==> src/sv/lsab_pkg.sv <==
package lsab_pkg;

	// Field and register widths
	localparam int PIX_W = 32;
	localparam int ROW_W = 12;
	localparam int SR_W = 12;
	localparam int FH_W = 13;
	localparam int CFG_W = 32;
	localparam int CFG_IDX_W = 2;
	localparam int CH_W = 8;

	// Frame height saturates here before it is halved.
	localparam int MAX_HEIGHT = 4096;
	localparam int MAXH_W = $clog2(MAX_HEIGHT + 1);
	localparam int FHX_W = (FH_W > MAXH_W) ? FH_W : MAXH_W;
	localparam int H_MAX = MAX_HEIGHT / 2;
	localparam int H_W = $clog2(H_MAX + 1);
	localparam int K_W = ((ROW_W > H_W) ? ROW_W : H_W) + 2;

	// Combined alpha, divider and weight widths
	localparam int A_W = 16;
	localparam int Q_W = 17;
	localparam int R_W = A_W + 1;
	localparam int DIV_STEPS = Q_W;
	localparam int W_ONE = 1 << 16;
	localparam int W_SHIFT = 16;
	localparam int PROD_W = CH_W + Q_W;
	localparam int SUM_W = PROD_W + 1;
	localparam int CH_MAX = 255;

	typedef enum logic [CFG_IDX_W-1:0] {
		REG_STRIP_COLOR  = 2'd0,
		REG_STRIP_ROWS   = 2'd1,
		REG_FRAME_HEIGHT = 2'd2
	} cfg_reg_t;

	typedef struct packed {
		logic [PIX_W-1:0] strip_color;
		logic [SR_W-1:0]  strip_rows;
		logic [FH_W-1:0]  frame_height;
	} cfg_t;

	// Per-pixel data that travels alongside the divider.
	typedef struct packed {
		logic [PIX_W-1:0] pix;
		logic             strip;
		logic [A_W-1:0]   a;
	} side_t;

	// floor(x / 255) for x up to 65025, without a divider.
	function automatic logic [CH_W-1:0] div255(input logic [A_W-1:0] x);
		logic [A_W:0] x1;
		logic [A_W:0] t;
		x1 = (A_W + 1)'(x) + (A_W + 1)'(1);
		t = x1 + (x1 >> 8);
		return t[A_W-1:8];
	endfunction

endpackage

==> src/sv/letterbox_strip_alpha_blend.sv <==
// Letterbox strip blender: for each pixel with its row number, rows within strip_rows of the
// top or bottom edge get the strip color composited over them with the "over" rule, and other
// pixels pass through with in_strip low. One pixel is accepted every clock while in_stall is low;
// each result passes through one front stage, the 17-stage restoring divider that forms the
// strip weight, three weight and mix stages and the output register.
// A two-entry output buffer absorbs a stall, and in_stall rises only once it is full.
// Configuration writes take effect at once and belong between frames.
module letterbox_strip_alpha_blend (
	input  logic                           clk,
	input  logic                           arst_n,
	input  logic                           cfg_wen,
	input  logic [lsab_pkg::CFG_IDX_W-1:0] cfg_index,
	input  logic [lsab_pkg::CFG_W-1:0]     cfg_data,
	input  logic                           in_valid,
	output logic                           in_stall,
	input  logic [lsab_pkg::PIX_W-1:0]     pixel_in,
	input  logic [lsab_pkg::ROW_W-1:0]     row,
	output logic                           out_valid,
	input  logic                           out_stall,
	output logic [lsab_pkg::PIX_W-1:0]     pixel_out,
	output logic                           in_strip
);
	import lsab_pkg::*;

	cfg_t             cfg_q;
	logic             en;

	logic             v_s1;
	side_t            side_s1;
	logic [A_W-1:0]   p_s1;
	logic             v_div;
	side_t            side_div;
	logic [Q_W-1:0]   quo_div;
	logic             rem_nz_div;
	logic             v_mix;
	logic [PIX_W-1:0] pix_mix;
	logic             strip_mix;

	logic             out_v_q;
	logic [PIX_W-1:0] out_pix_q;
	logic             out_strip_q;
	logic             skid_v_q;
	logic [PIX_W-1:0] skid_pix_q;
	logic             skid_strip_q;

	always_ff @(posedge clk or negedge arst_n) begin
		if (!arst_n) begin
			cfg_q.strip_color <= PIX_W'(32'hFF00_0000);
			cfg_q.strip_rows <= SR_W'(120);
			cfg_q.frame_height <= FH_W'(480);
		end else if (cfg_wen) begin
			unique case (cfg_reg_t'(cfg_index))
				REG_STRIP_COLOR:  cfg_q.strip_color <= cfg_data[PIX_W-1:0];
				REG_STRIP_ROWS:   cfg_q.strip_rows <= cfg_data[SR_W-1:0];
				REG_FRAME_HEIGHT: cfg_q.frame_height <= cfg_data[FH_W-1:0];
				default: begin
				end
			endcase
		end
	end

	// The whole pipeline moves together; it holds only while the skid entry is occupied.
	assign en = !skid_v_q;
	assign in_stall = skid_v_q;

	lsab_front u_front (
		.clk      (clk),
		.arst_n   (arst_n),
		.en       (en),
		.v_in     (in_valid),
		.pixel_in (pixel_in),
		.row      (row),
		.cfg      (cfg_q),
		.v_s1     (v_s1),
		.side_s1  (side_s1),
		.p_s1     (p_s1)
	);

	lsab_div u_div (
		.clk      (clk),
		.arst_n   (arst_n),
		.en       (en),
		.v_in     (v_s1),
		.side_in  (side_s1),
		.p_in     (p_s1),
		.v_out    (v_div),
		.side_out (side_div),
		.quo_out  (quo_div),
		.rem_nz   (rem_nz_div)
	);

	lsab_mix u_mix (
		.clk         (clk),
		.arst_n      (arst_n),
		.en          (en),
		.v_in        (v_div),
		.side_in     (side_div),
		.quo_in      (quo_div),
		.rem_nz      (rem_nz_div),
		.strip_color (cfg_q.strip_color),
		.v_s21       (v_mix),
		.pix_s21     (pix_mix),
		.strip_s21   (strip_mix)
	);

	always_ff @(posedge clk or negedge arst_n) begin
		if (!arst_n) begin
			out_v_q <= 1'b0;
			skid_v_q <= 1'b0;
		end else if (!out_v_q || !out_stall) begin
			if (skid_v_q) begin
				out_v_q <= 1'b1;
				skid_v_q <= 1'b0;
			end else begin
				out_v_q <= v_mix;
			end
		end else if (en && v_mix) begin
			skid_v_q <= 1'b1;
		end
	end

	always_ff @(posedge clk) begin
		if (!out_v_q || !out_stall) begin
			if (skid_v_q) begin
				out_pix_q <= skid_pix_q;
				out_strip_q <= skid_strip_q;
			end else begin
				out_pix_q <= pix_mix;
				out_strip_q <= strip_mix;
			end
		end else if (en && v_mix) begin
			skid_pix_q <= pix_mix;
			skid_strip_q <= strip_mix;
		end
	end

	assign out_valid = out_v_q;
	assign pixel_out = out_pix_q;
	assign in_strip = out_strip_q;

	a_skid_behind_output: assert property (@(posedge clk) disable iff (!arst_n)
		skid_v_q |-> out_v_q)
		else $error("skid entry occupied while output register is empty");

	a_skid_drains: assert property (@(posedge clk) disable iff (!arst_n)
		skid_v_q && !out_stall |=> !skid_v_q && out_v_q)
		else $error("skid entry did not drain into the output register");

endmodule

==> src/sv/lsab_front.sv <==
module lsab_front (
	input  logic                     clk,
	input  logic                     arst_n,
	input  logic                     en,
	input  logic                     v_in,
	input  logic [lsab_pkg::PIX_W-1:0] pixel_in,
	input  logic [lsab_pkg::ROW_W-1:0] row,
	input  lsab_pkg::cfg_t           cfg,
	output logic                     v_s1,
	output lsab_pkg::side_t          side_s1,
	output logic [lsab_pkg::A_W-1:0] p_s1
);
	import lsab_pkg::*;

	logic [FHX_W-1:0]       fhx;
	logic [H_W-1:0]         h;
	logic signed [K_W-1:0]  diff;
	logic signed [K_W-1:0]  row_dist;
	logic signed [K_W-1:0]  k;
	logic                   strip;
	logic [CH_W-1:0]        as_c;
	logic [CH_W-1:0]        ap_c;
	logic [A_W-1:0]         p;
	logic [A_W-1:0]         a;

	always_comb begin
		fhx = FHX_W'(cfg.frame_height);
		if (fhx > FHX_W'(MAX_HEIGHT)) begin
			fhx = FHX_W'(MAX_HEIGHT);
		end
		h = H_W'(fhx >> 1);
		diff = $signed(K_W'(row)) - $signed(K_W'(h));
		row_dist = (diff < 0) ? -diff : diff;
		k = $signed(K_W'(h)) - row_dist;
		// Rows past the bottom edge give a negative distance and are blended.
		strip = (k <= $signed(K_W'(cfg.strip_rows)));

		as_c = cfg.strip_color[PIX_W-1 -: CH_W];
		ap_c = pixel_in[PIX_W-1 -: CH_W];
		p = {as_c, {CH_W{1'b0}}} - A_W'(as_c);
		// The combined alpha equals 255*As + Ap*(255-As).
		a = p + A_W'(A_W'(ap_c) * A_W'(8'd255 - as_c));
	end

	always_ff @(posedge clk or negedge arst_n) begin
		if (!arst_n) begin
			v_s1 <= 1'b0;
		end else if (en) begin
			v_s1 <= v_in;
		end
	end

	always_ff @(posedge clk) begin
		if (en) begin
			side_s1.pix <= pixel_in;
			side_s1.strip <= strip;
			side_s1.a <= a;
			p_s1 <= p;
		end
	end

endmodule

==> src/sv/lsab_div.sv <==
module lsab_div (
	input  logic                     clk,
	input  logic                     arst_n,
	input  logic                     en,
	input  logic                     v_in,
	input  lsab_pkg::side_t          side_in,
	input  logic [lsab_pkg::A_W-1:0] p_in,
	output logic                     v_out,
	output lsab_pkg::side_t          side_out,
	output logic [lsab_pkg::Q_W-1:0] quo_out,
	output logic                     rem_nz
);
	import lsab_pkg::*;

	// One restoring step per stage; the dividend is p shifted left by 16.
	logic [DIV_STEPS-1:0]  v_s;
	side_t                 side_s [DIV_STEPS];
	logic [R_W-1:0]        rem_s [DIV_STEPS];
	logic [Q_W-1:0]        quo_s [DIV_STEPS];

	logic [R_W-1:0]        r_pre [DIV_STEPS];
	logic [Q_W-1:0]        q_pre [DIV_STEPS];
	side_t                 s_pre [DIV_STEPS];
	logic [DIV_STEPS-1:0]  v_pre;
	logic [DIV_STEPS-1:0]  take;

	always_comb begin
		for (int i = 0; i < DIV_STEPS; i++) begin
			if (i == 0) begin
				r_pre[i] = R_W'(p_in);
				q_pre[i] = '0;
				s_pre[i] = side_in;
				v_pre[i] = v_in;
			end else begin
				// The remainder stays below the divisor, so the top bit is free.
				r_pre[i] = {rem_s[i-1][R_W-2:0], 1'b0};
				q_pre[i] = quo_s[i-1];
				s_pre[i] = side_s[i-1];
				v_pre[i] = v_s[i-1];
			end
			take[i] = (r_pre[i] >= R_W'(s_pre[i].a));
		end
	end

	always_ff @(posedge clk or negedge arst_n) begin
		if (!arst_n) begin
			v_s <= '0;
		end else if (en) begin
			v_s <= v_pre;
		end
	end

	always_ff @(posedge clk) begin
		if (en) begin
			for (int i = 0; i < DIV_STEPS; i++) begin
				side_s[i] <= s_pre[i];
				rem_s[i] <= take[i] ? (r_pre[i] - R_W'(s_pre[i].a)) : r_pre[i];
				quo_s[i] <= {q_pre[i][Q_W-2:0], take[i]};
			end
		end
	end

	assign v_out = v_s[DIV_STEPS-1];
	assign side_out = side_s[DIV_STEPS-1];
	assign quo_out = quo_s[DIV_STEPS-1];
	assign rem_nz = |rem_s[DIV_STEPS-1];

	a_rem_below_divisor: assert property (@(posedge clk) disable iff (!arst_n)
		v_out && (side_out.a != '0) |-> rem_s[DIV_STEPS-1] < R_W'(side_out.a))
		else $error("divider remainder not below divisor");

	a_quo_in_range: assert property (@(posedge clk) disable iff (!arst_n)
		v_out && (side_out.a != '0) |-> quo_out <= Q_W'(W_ONE))
		else $error("strip weight above unity");

endmodule

==> src/sv/lsab_mix.sv <==
module lsab_mix (
	input  logic                       clk,
	input  logic                       arst_n,
	input  logic                       en,
	input  logic                       v_in,
	input  lsab_pkg::side_t            side_in,
	input  logic [lsab_pkg::Q_W-1:0]   quo_in,
	input  logic                       rem_nz,
	input  logic [lsab_pkg::PIX_W-1:0] strip_color,
	output logic                       v_s21,
	output logic [lsab_pkg::PIX_W-1:0] pix_s21,
	output logic                       strip_s21
);
	import lsab_pkg::*;

	logic [Q_W-1:0]   ws_s19;
	logic [Q_W-1:0]   wp_s19;
	logic [PIX_W-1:0] pix_s19;
	logic             strip_s19;
	logic             azero_s19;
	logic [CH_W-1:0]  ao_s19;
	logic             v_s19;

	logic [SUM_W-1:0] sum_s20 [3];
	logic [PIX_W-1:0] pix_s20;
	logic             strip_s20;
	logic             azero_s20;
	logic [CH_W-1:0]  ao_s20;
	logic             v_s20;

	logic [SUM_W-1:0] sum_c [3];
	logic [CH_W-1:0]  chan [3];
	logic [SUM_W-W_SHIFT-1:0] hi [3];
	logic [PIX_W-1:0] blended;

	always_ff @(posedge clk or negedge arst_n) begin
		if (!arst_n) begin
			v_s19 <= 1'b0;
			v_s20 <= 1'b0;
			v_s21 <= 1'b0;
		end else if (en) begin
			v_s19 <= v_in;
			v_s20 <= v_s19;
			v_s21 <= v_s20;
		end
	end

	// The pixel weight is 65536 minus the ceiling of the strip weight.
	always_ff @(posedge clk) begin
		if (en) begin
			ws_s19 <= quo_in;
			wp_s19 <= Q_W'(W_ONE) - quo_in - Q_W'(rem_nz);
			pix_s19 <= side_in.pix;
			strip_s19 <= side_in.strip;
			azero_s19 <= (side_in.a == '0);
			ao_s19 <= div255(side_in.a);
		end
	end

	always_comb begin
		for (int c = 0; c < 3; c++) begin
			sum_c[c] = SUM_W'(PROD_W'(strip_color[c*CH_W +: CH_W]) * PROD_W'(ws_s19))
				+ SUM_W'(PROD_W'(pix_s19[c*CH_W +: CH_W]) * PROD_W'(wp_s19));
		end
	end

	always_ff @(posedge clk) begin
		if (en) begin
			for (int c = 0; c < 3; c++) begin
				sum_s20[c] <= sum_c[c];
			end
			pix_s20 <= pix_s19;
			strip_s20 <= strip_s19;
			azero_s20 <= azero_s19;
			ao_s20 <= ao_s19;
		end
	end

	always_comb begin
		for (int c = 0; c < 3; c++) begin
			hi[c] = sum_s20[c][SUM_W-1:W_SHIFT];
			chan[c] = (hi[c] > (SUM_W - W_SHIFT)'(CH_MAX)) ? CH_W'(CH_MAX) : hi[c][CH_W-1:0];
		end
		blended = {ao_s20, chan[2], chan[1], chan[0]};
	end

	always_ff @(posedge clk) begin
		if (en) begin
			strip_s21 <= strip_s20;
			if (!strip_s20) begin
				pix_s21 <= pix_s20;
			end else if (azero_s20) begin
				pix_s21 <= '0;
			end else begin
				pix_s21 <= blended;
			end
		end
	end

endmodule

==> config.mk <==
export PLATFORM = sky130hd
export DESIGN_NAME = letterbox_strip_alpha_blend
export DESIGN_NICKNAME = d
export VERILOG_FILES = /design/src/sv/lsab_pkg.sv /design/src/sv/letterbox_strip_alpha_blend.sv /design/src/sv/lsab_front.sv /design/src/sv/lsab_div.sv /design/src/sv/lsab_mix.sv
export SDC_FILE = /design/constraint.sdc
export NUM_CORES = 2
export LEC_CHECK = 0
export ABC_AREA = 0
export BUFFER_PORTS_ARGS = -buffer_cell sky130_fd_sc_hd__clkbuf_2
export CAP_MARGIN = 30
export CORE_ASPECT_RATIO = 0.75
export CORE_MARGIN = 2
export CORE_UTILIZATION = 60
export CTS_CLUSTER_DIAMETER = 200
export DETAILED_ROUTE_END_ITERATION = 10
export GPL_TIMING_DRIVEN = 1
export MAX_ROUTING_LAYER = met4
export PLACE_DENSITY_LB_ADDON = 0.12
export REMOVE_ABC_BUFFERS = 1
export SYNTH_ARGS = -nofsm -noshare
export SYNTH_HDL_FRONTEND = slang
export SYNTH_SLANG_ARGS = --single-unit
==> constraint.sdc <==
create_clock -name clk -period 42 [get_ports clk]
set_input_delay 12.6 -clock clk [delete_from_list [all_inputs] [get_ports clk]]
set_output_delay 12.6 -clock clk [all_outputs]
set_load 0.05 [all_outputs]
Word-level counts from Yosys, hierarchy flattened
Memories as Yosys holds them, arrays and structs flattened.
Cells that the tools add are included.
{ "word_totals": {"ff_bits": 362, "mem_bits_rw": 1489, "inputBits": 83, "n_memories": 4} }
{ "mem_list": {"columns": ["memory", "words", "word_bits", "rd", "rd_ports_with_merged_regs", "wr", "line_no", "rtl"], "rows": [
  ["u_div.side_s", 17, 49, 17, 0, 17, "lsab_div.sv:17", "side_t side_s [DIV_STEPS];"],
  ["u_div.quo_s", 17, 17, 17, 0, 17, "lsab_div.sv:19", "logic [Q_W-1:0] quo_s [DIV_STEPS];"],
  ["u_div.rem_s", 17, 17, 17, 0, 17, "lsab_div.sv:18", "logic [R_W-1:0] rem_s [DIV_STEPS];"],
  ["u_mix.sum_s20", 3, 26, 3, 0, 3, "lsab_mix.sv:24", "logic [SUM_W-1:0] sum_s20 [3];"]
]} }
{ "classes": {"addsub": 30, "mul": 7, "order_cmp": 23, "n_eq_ne": 2, "mux": 30, "bitwise": 1, "reduce_logical": 13} }
{ "ops": {"columns": ["cell", "n"], "rows": [
  ["17-bit two-way mux", 17],
  ["17-bit by 16-bit >= comparator with 1-bit output", 16],
  ["17-bit by 16-bit subtractor with 17-bit output", 16],
  ["8-bit by 17-bit multiplier with 25-bit output", 6],
  ["32-bit two-way mux", 3],
  ["25-bit by 25-bit adder with 26-bit output", 3],
  ["10-bit by 8-bit greater-than comparator with 1-bit output (second input constant)", 3],
  ["8-bit two-way mux", 3],
  ["16-bit by 1-bit adder with 17-bit output (second input constant)", 1],
  ["17-bit OR reduction", 1],
  ["16-bit by 16-bit subtractor with 17-bit output", 1],
  ["17-bit by 1-bit subtractor with 17-bit output", 1],
  ["17-bit subtractor (first input constant)", 1],
  ["16-bit adder", 1],
  ["16-bit by 9-bit adder with 16-bit output", 1],
  ["16-bit >= comparator", 1],
  ["16-bit logical NOT", 1],
  ["8-bit by 16-bit multiplier with 16-bit output", 1],
  ["16-bit by 8-bit subtractor with 16-bit output", 1],
  ["14-bit by 13-bit <= comparator with 1-bit output", 1],
  ["14-bit two-way mux", 1],
  ["13-bit negator with 14-bit output", 1],
  ["13-bit by 14-bit subtractor with 14-bit output", 1],
  ["13-bit greater-than comparator (second input constant)", 1],
  ["other kinds (14)", 23]
]} }

Logic depth before layout (Yosys ltp)
{ "logic_depth": {"ltp_word": 7, "depth_mapped": 33, "ltp_nobuf": 31} }

Hierarchy
From an unflattened synthesis, not the netlist that was laid out.
{ "hier_totals": {"hier_cells": 7742, "area_unflattened_um2": 97722.5} }
{ "by_module_without_submodules": {"columns": ["mod", "instances", "cells_per_inst", "area_per_inst_um2", "seq_area_each_um2"], "rows": [
  ["lsab_div", 1, 3669, 54688.7, 38231.7],
  ["lsab_mix", 1, 3199, 31924.4, 5510.3],
  ["lsab_front", 1, 641, 6500.0, 1976.9],
  ["letterbox_strip_alpha_blend", 1, 233, 4609.4, 3478.3]
]} }

Worst setup path before layout
Ideal clock, no wire load.
{ "synth_timing": {"path_kind": "reg-to-reg", "start": "register skid_v_q, in the netlist in_stall", "end": "memory u_div.quo_s[0][0] (enable)", "t_arrival_ps": 29951, "t_required_ps": 40170, "path_slack_ps": 10219, "stages_incl_launch_ff": 4, "path_buffers": 2, "period_less_slack_ps": 31781, "cell_sequence": "dfrtp_1 -> clkbuf_1 -> clkbuf_1 -> inv_1"} }
{ "synth_lines": {"columns": ["item", "line_no", "rtl"], "rows": [
  ["start, declared", "letterbox_strip_alpha_blend.sv:42", "logic skid_v_q;"],
  ["start signal, assigned", "letterbox_strip_alpha_blend.sv:109", "skid_v_q <= 1'b0;"],
  ["start signal, assigned", "letterbox_strip_alpha_blend.sv:113", "skid_v_q <= 1'b0;"],
  ["start signal, assigned", "letterbox_strip_alpha_blend.sv:118", "skid_v_q <= 1'b1;"],
  ["end, declared", "lsab_div.sv:19", null]
]} }

Final worst setup path
{ "layout_timing": {"start": "input row[0] in the netlist's numbering", "end": "register, netlist name u_front.side_s1[16]"} }
{ "layout_between": {"elab_chain_len": 5, "word_cells_on_any_way": 6, "classes_between": "add/sub: 3; order compare: 2; mux: 1"} }
{ "layout_lines": {"columns": ["item", "line_no", "rtl"], "rows": [
  ["start, declared", "letterbox_strip_alpha_blend.sv:17", "input logic [lsab_pkg::ROW_W-1:0] row,"],
  ["12-bit by 12-bit subtractor with 13-bit output *", "lsab_front.sv:32", "diff = $signed(K_W'(row)) - $signed(K_W'(h));"],
  ["13-bit negator with 14-bit output / 13-bit by 1-bit < comparator with 1-bit output (equally long branches)", "lsab_front.sv:33", "row_dist = (diff < 0) ? -diff : diff;"],
  ["14-bit two-way mux *", "lsab_front.sv:33", null],
  ["13-bit by 14-bit subtractor with 14-bit output *", "lsab_front.sv:34", "k = $signed(K_W'(h)) - row_dist;"],
  ["14-bit by 13-bit <= comparator with 1-bit output *", "lsab_front.sv:36", "strip = (k <= $signed(K_W'(cfg.strip_rows)));"],
  ["via u_front.strip", "lsab_front.sv:20", "logic strip;"]
]} }
Mark *: on every way through the listed nets, which the timed path passes. The rest lies on a longest branch.
A chain may end at the register's enable or synchronous reset.

==> flow_summary.json <==
{
  "insertion_delay_ns": 0.81,
  "setup_viol": 0,
  "clock_sinks": 1650,
  "port_buffers": 117,
  "min_period_ns": 18.28,
  "finalWirelength_um": 195800,
  "synth-async-reset-ratio_pct": 4.788,
  "hold_viol_final": 0,
  "area_growth_pct": 8.721,
  "place_congestion": 0.8898,
  "cts_tree": "built",
  "vias_per_cell": 5.565,
  "path_class": "primary input to flop",
  "synthCells": 7769,
  "gr-total-overflow": 0,
  "cts_root_buffer": "clkbuf_16",
  "synth_most_common_cell": "edfxtp_1",
  "die_height_um": 351.4,
  "r2r_end": "u_mix.sum_s20[0][51]$_DFFE_PN_",
  "r2r_setup_slack_ns": 34.71,
  "required_ns": 42.66,
  "yosysUniqueCellTypes": 76,
  "tns_ns": 0,
  "slowest_delay_ns": 0.54,
  "rsz0062_at_grt": "false",
  "die_x_um": 467.3,
  "tightest_slew_ns": 1.081,
  "hpwl_um": 142200,
  "cp.arrival_ns": 18.95,
  "die_area_um2": 164200,
  "drt_iter0_markers": 4333,
  "critPathSlowestCell": "a21oi_2",
  "clk_pin_slew_worst_paths_ns": 0.06,
  "holdPathEnd": "u_div.side_s[0][777]$_DFFE_PN_",
  "fmax_mhz": 54.70,
  "synth_warnings": 0,
  "post_cts_buffers": 0,
  "min_path_cells": 0,
  "routedWlPerCell_um": 19.31,
  "synth-edff-count": 1571,
  "synthTopCellsByArea": "edfxtp_1 (49%), fa_1 (15%), ha_1 (7.6%)",
  "cts_buffers": 159,
  "min_path_type": "flop to flop",
  "ys_seq_area_share_pct": 50.92,
  "synth.cell_area_um2": 96570,
  "io_pins": 118,
  "nets": 9273,
  "coreArea_um2": 159900,
  "syn-mean-instance-area_um2": 12.43,
  "drive_gt1_share_pct": 8.843,
  "first_pass_iters": 6,
  "grt_max_degree": 194,
  "timing.rr.start": "cfg_q[34]$_DFFE_PN0P_",
  "vias": 56410,
  "fin_worst_skew_ns": 0.04705,
  "gr-usage-all-layers_pct": 25.16,
  "placementRows": 127,
  "clk_path_buf_depth": 3,
  "yosys.area.top_type": "edfxtp_1",
  "slew_viol_final": 0,
  "synth_commonest_cells": "edfxtp_1 (1,571), inv_1 (1,152), fa_1 (735)",
  "hold_path.startpoint": "u_div.side_s[0][728]$_DFFE_PN_",
  "status": "complete, no violations",
  "grt_pass1_wl_um": 313000,
  "ys.flop_type": "edfxtp_1",
  "synth_top_area_share_pct": 48.85,
  "ant_nets": 0,
  "antenna_found_initial": 6,
  "drcViolationCount": 0,
  "fin_crit_sh_pct": 43.53,
  "crit_fanout": 13,
  "cts_resized": 0,
  "slew_headroom_pct": 27.95,
  "grt_pass1_vias": 56830,
  "cts.hold.buffers_added": 0,
  "ys_seq_elements": 1650,
  "ctsHtreeMaxLevel": 4,
  "critPathLaunchType": "primary input",
  "maxCapViolations": 0,
  "start_util_pct": 60.41,
  "r2r_cells": 20,
  "cp-end-kind": "flop"
}
cells by family (layout without fill, tap and decap cells):
group                    after synthesis  count (layout)  synth area share [%]
AND/OR/NAND/NOR                     1989            1989                 9.906
XOR/XNOR                             303             303                 2.748
multiplexers                         198             198                 2.305
buffers and inverters               1395            1632                 5.469
flip-flops                          1650            1650                 50.92
other                                  1               4              0.003883
adder cells (fa/ha/maj)             1320            1320                 22.82
AO/OA/AOI/OAI                        913             913                 5.837
critical path: cells and delay by family:
kind	cells	cell delay [ns]
buffers and inverters	2	0.19
AOI/OAI and AO/OA	19	4.36
xor gates and xnor gates	1	0.18
adders and majority gates	4	1.01
and+or+nand+nor	4	0.59
state kept, by name, indices dropped and copies added, names as in the netlist, 30 cells and up:
register / count
u_front.side_s1: 49
pixel_out: 32
u_mix.pix_s20: 32
u_mix.pix_s19: 32
skid_pix_q: 32
u_div.rem_s: 273
u_div.side_s: 833
u_div.quo_s: 153
u_mix.sum_s20: 30
u_mix.pix_s21: 32
cfg_q: 56
layer usage:
metal	share of wire [%]	vias up	wire length, um	GRT usage [%]
met5	0	-	0	-
met4	2.4	0	4777	6.445
met3	5.7	301	11250	3.560
met2	44	1465	86890	37.27
met1	47	28170	92840	37.03
li1	-	26480	-	-
stage by stage:
stage | instances | instance area [um^2] | hold slack, ns | setup WS [ns] | util, %
3_5_place_dp | 9829 | 99430 | 0.4045 | 23.05 | 62.20
5_1_grt | 10130 | 105000 | 0.3995 | 23.33 | 65.68
3_3_place_gp | 9824 | 99310 | 0.4003 | 23.04 | 62.13
2_1_floorplan | 7526 | 95620 | 0.4003 | 9.833 | -
6_report | 10140 | 105000 | 0.3871 | 23.72 | 65.68
4_1_cts | 10130 | 104800 | 0.3859 | 23.88 | 65.54
placed cells by master (no fill, tap or decap), types with 16 or more instances in the layout:
cell type	n
nor2b_1	93
clkbuf_1	28
nor3_1	112
and3_1	31
inv_1	1151
nand4_1	61
clkbuf_2	116
o21bai_1	34
o21ai_0	157
bufinv_16	16
a211oi_1	16
a31oi_1	16
or3_1	57
a21oi_1	411
nand2b_1	64
a41o_1	17
o21a_1	39
nor2_1	359
fa_1	735
nand3_1	68
nor4_1	22
ha_1	585
mux2_2	195
dfrtp_1	62
dfstp_2	16
or2_2	43
clkbuf_16	161
nand2_1	716
xor2_1	119
edfxtp_1	1571
clkinv_1	37
o31ai_1	23
buf_4	52
xnor2_1	184
a21o_1	65
a31o_2	19
and2_1	334
clkinv_2	23
cell type report:
class,count,area [um^2]
Fill cell,11800,54860
Sequential cell,1650,49170
Multi-Input combinational cell,4724,42130
Inverter,1152,4332
Clock buffer,189,4134
Tap cell,2128,2663
Timing Repair Buffer,183,1349
Clock inverter,108,1205
Antenna cell,3,7.507
how the worst max path moves through the flow:
stage,startpoint,to,slack [ns],cells past startpoint
6_report,row[0],u_front.side_s1[16]$_DFFE_PN_,23.72,30
5_1_grt,row[0],u_front.side_s1[16]$_DFFE_PN_,23.33,30
4_1_cts,row[0],u_front.side_s1[16]$_DFFE_PN_,23.88,30
3_5_place_dp,row[0],u_front.side_s1[16]$_DFFE_PN_,23.05,30
3_3_place_gp,row[0],u_front.side_s1[16]$_DFFE_PN_,23.04,30
2_1_floorplan,in_stall$_DFFE_PN0P_,u_div.quo_s[0][0]$_DFFE_PN_,9.83,1
Power is not shown: default switching activity piles up to over one toggle a cycle in this logic, so the estimate is an artifact.
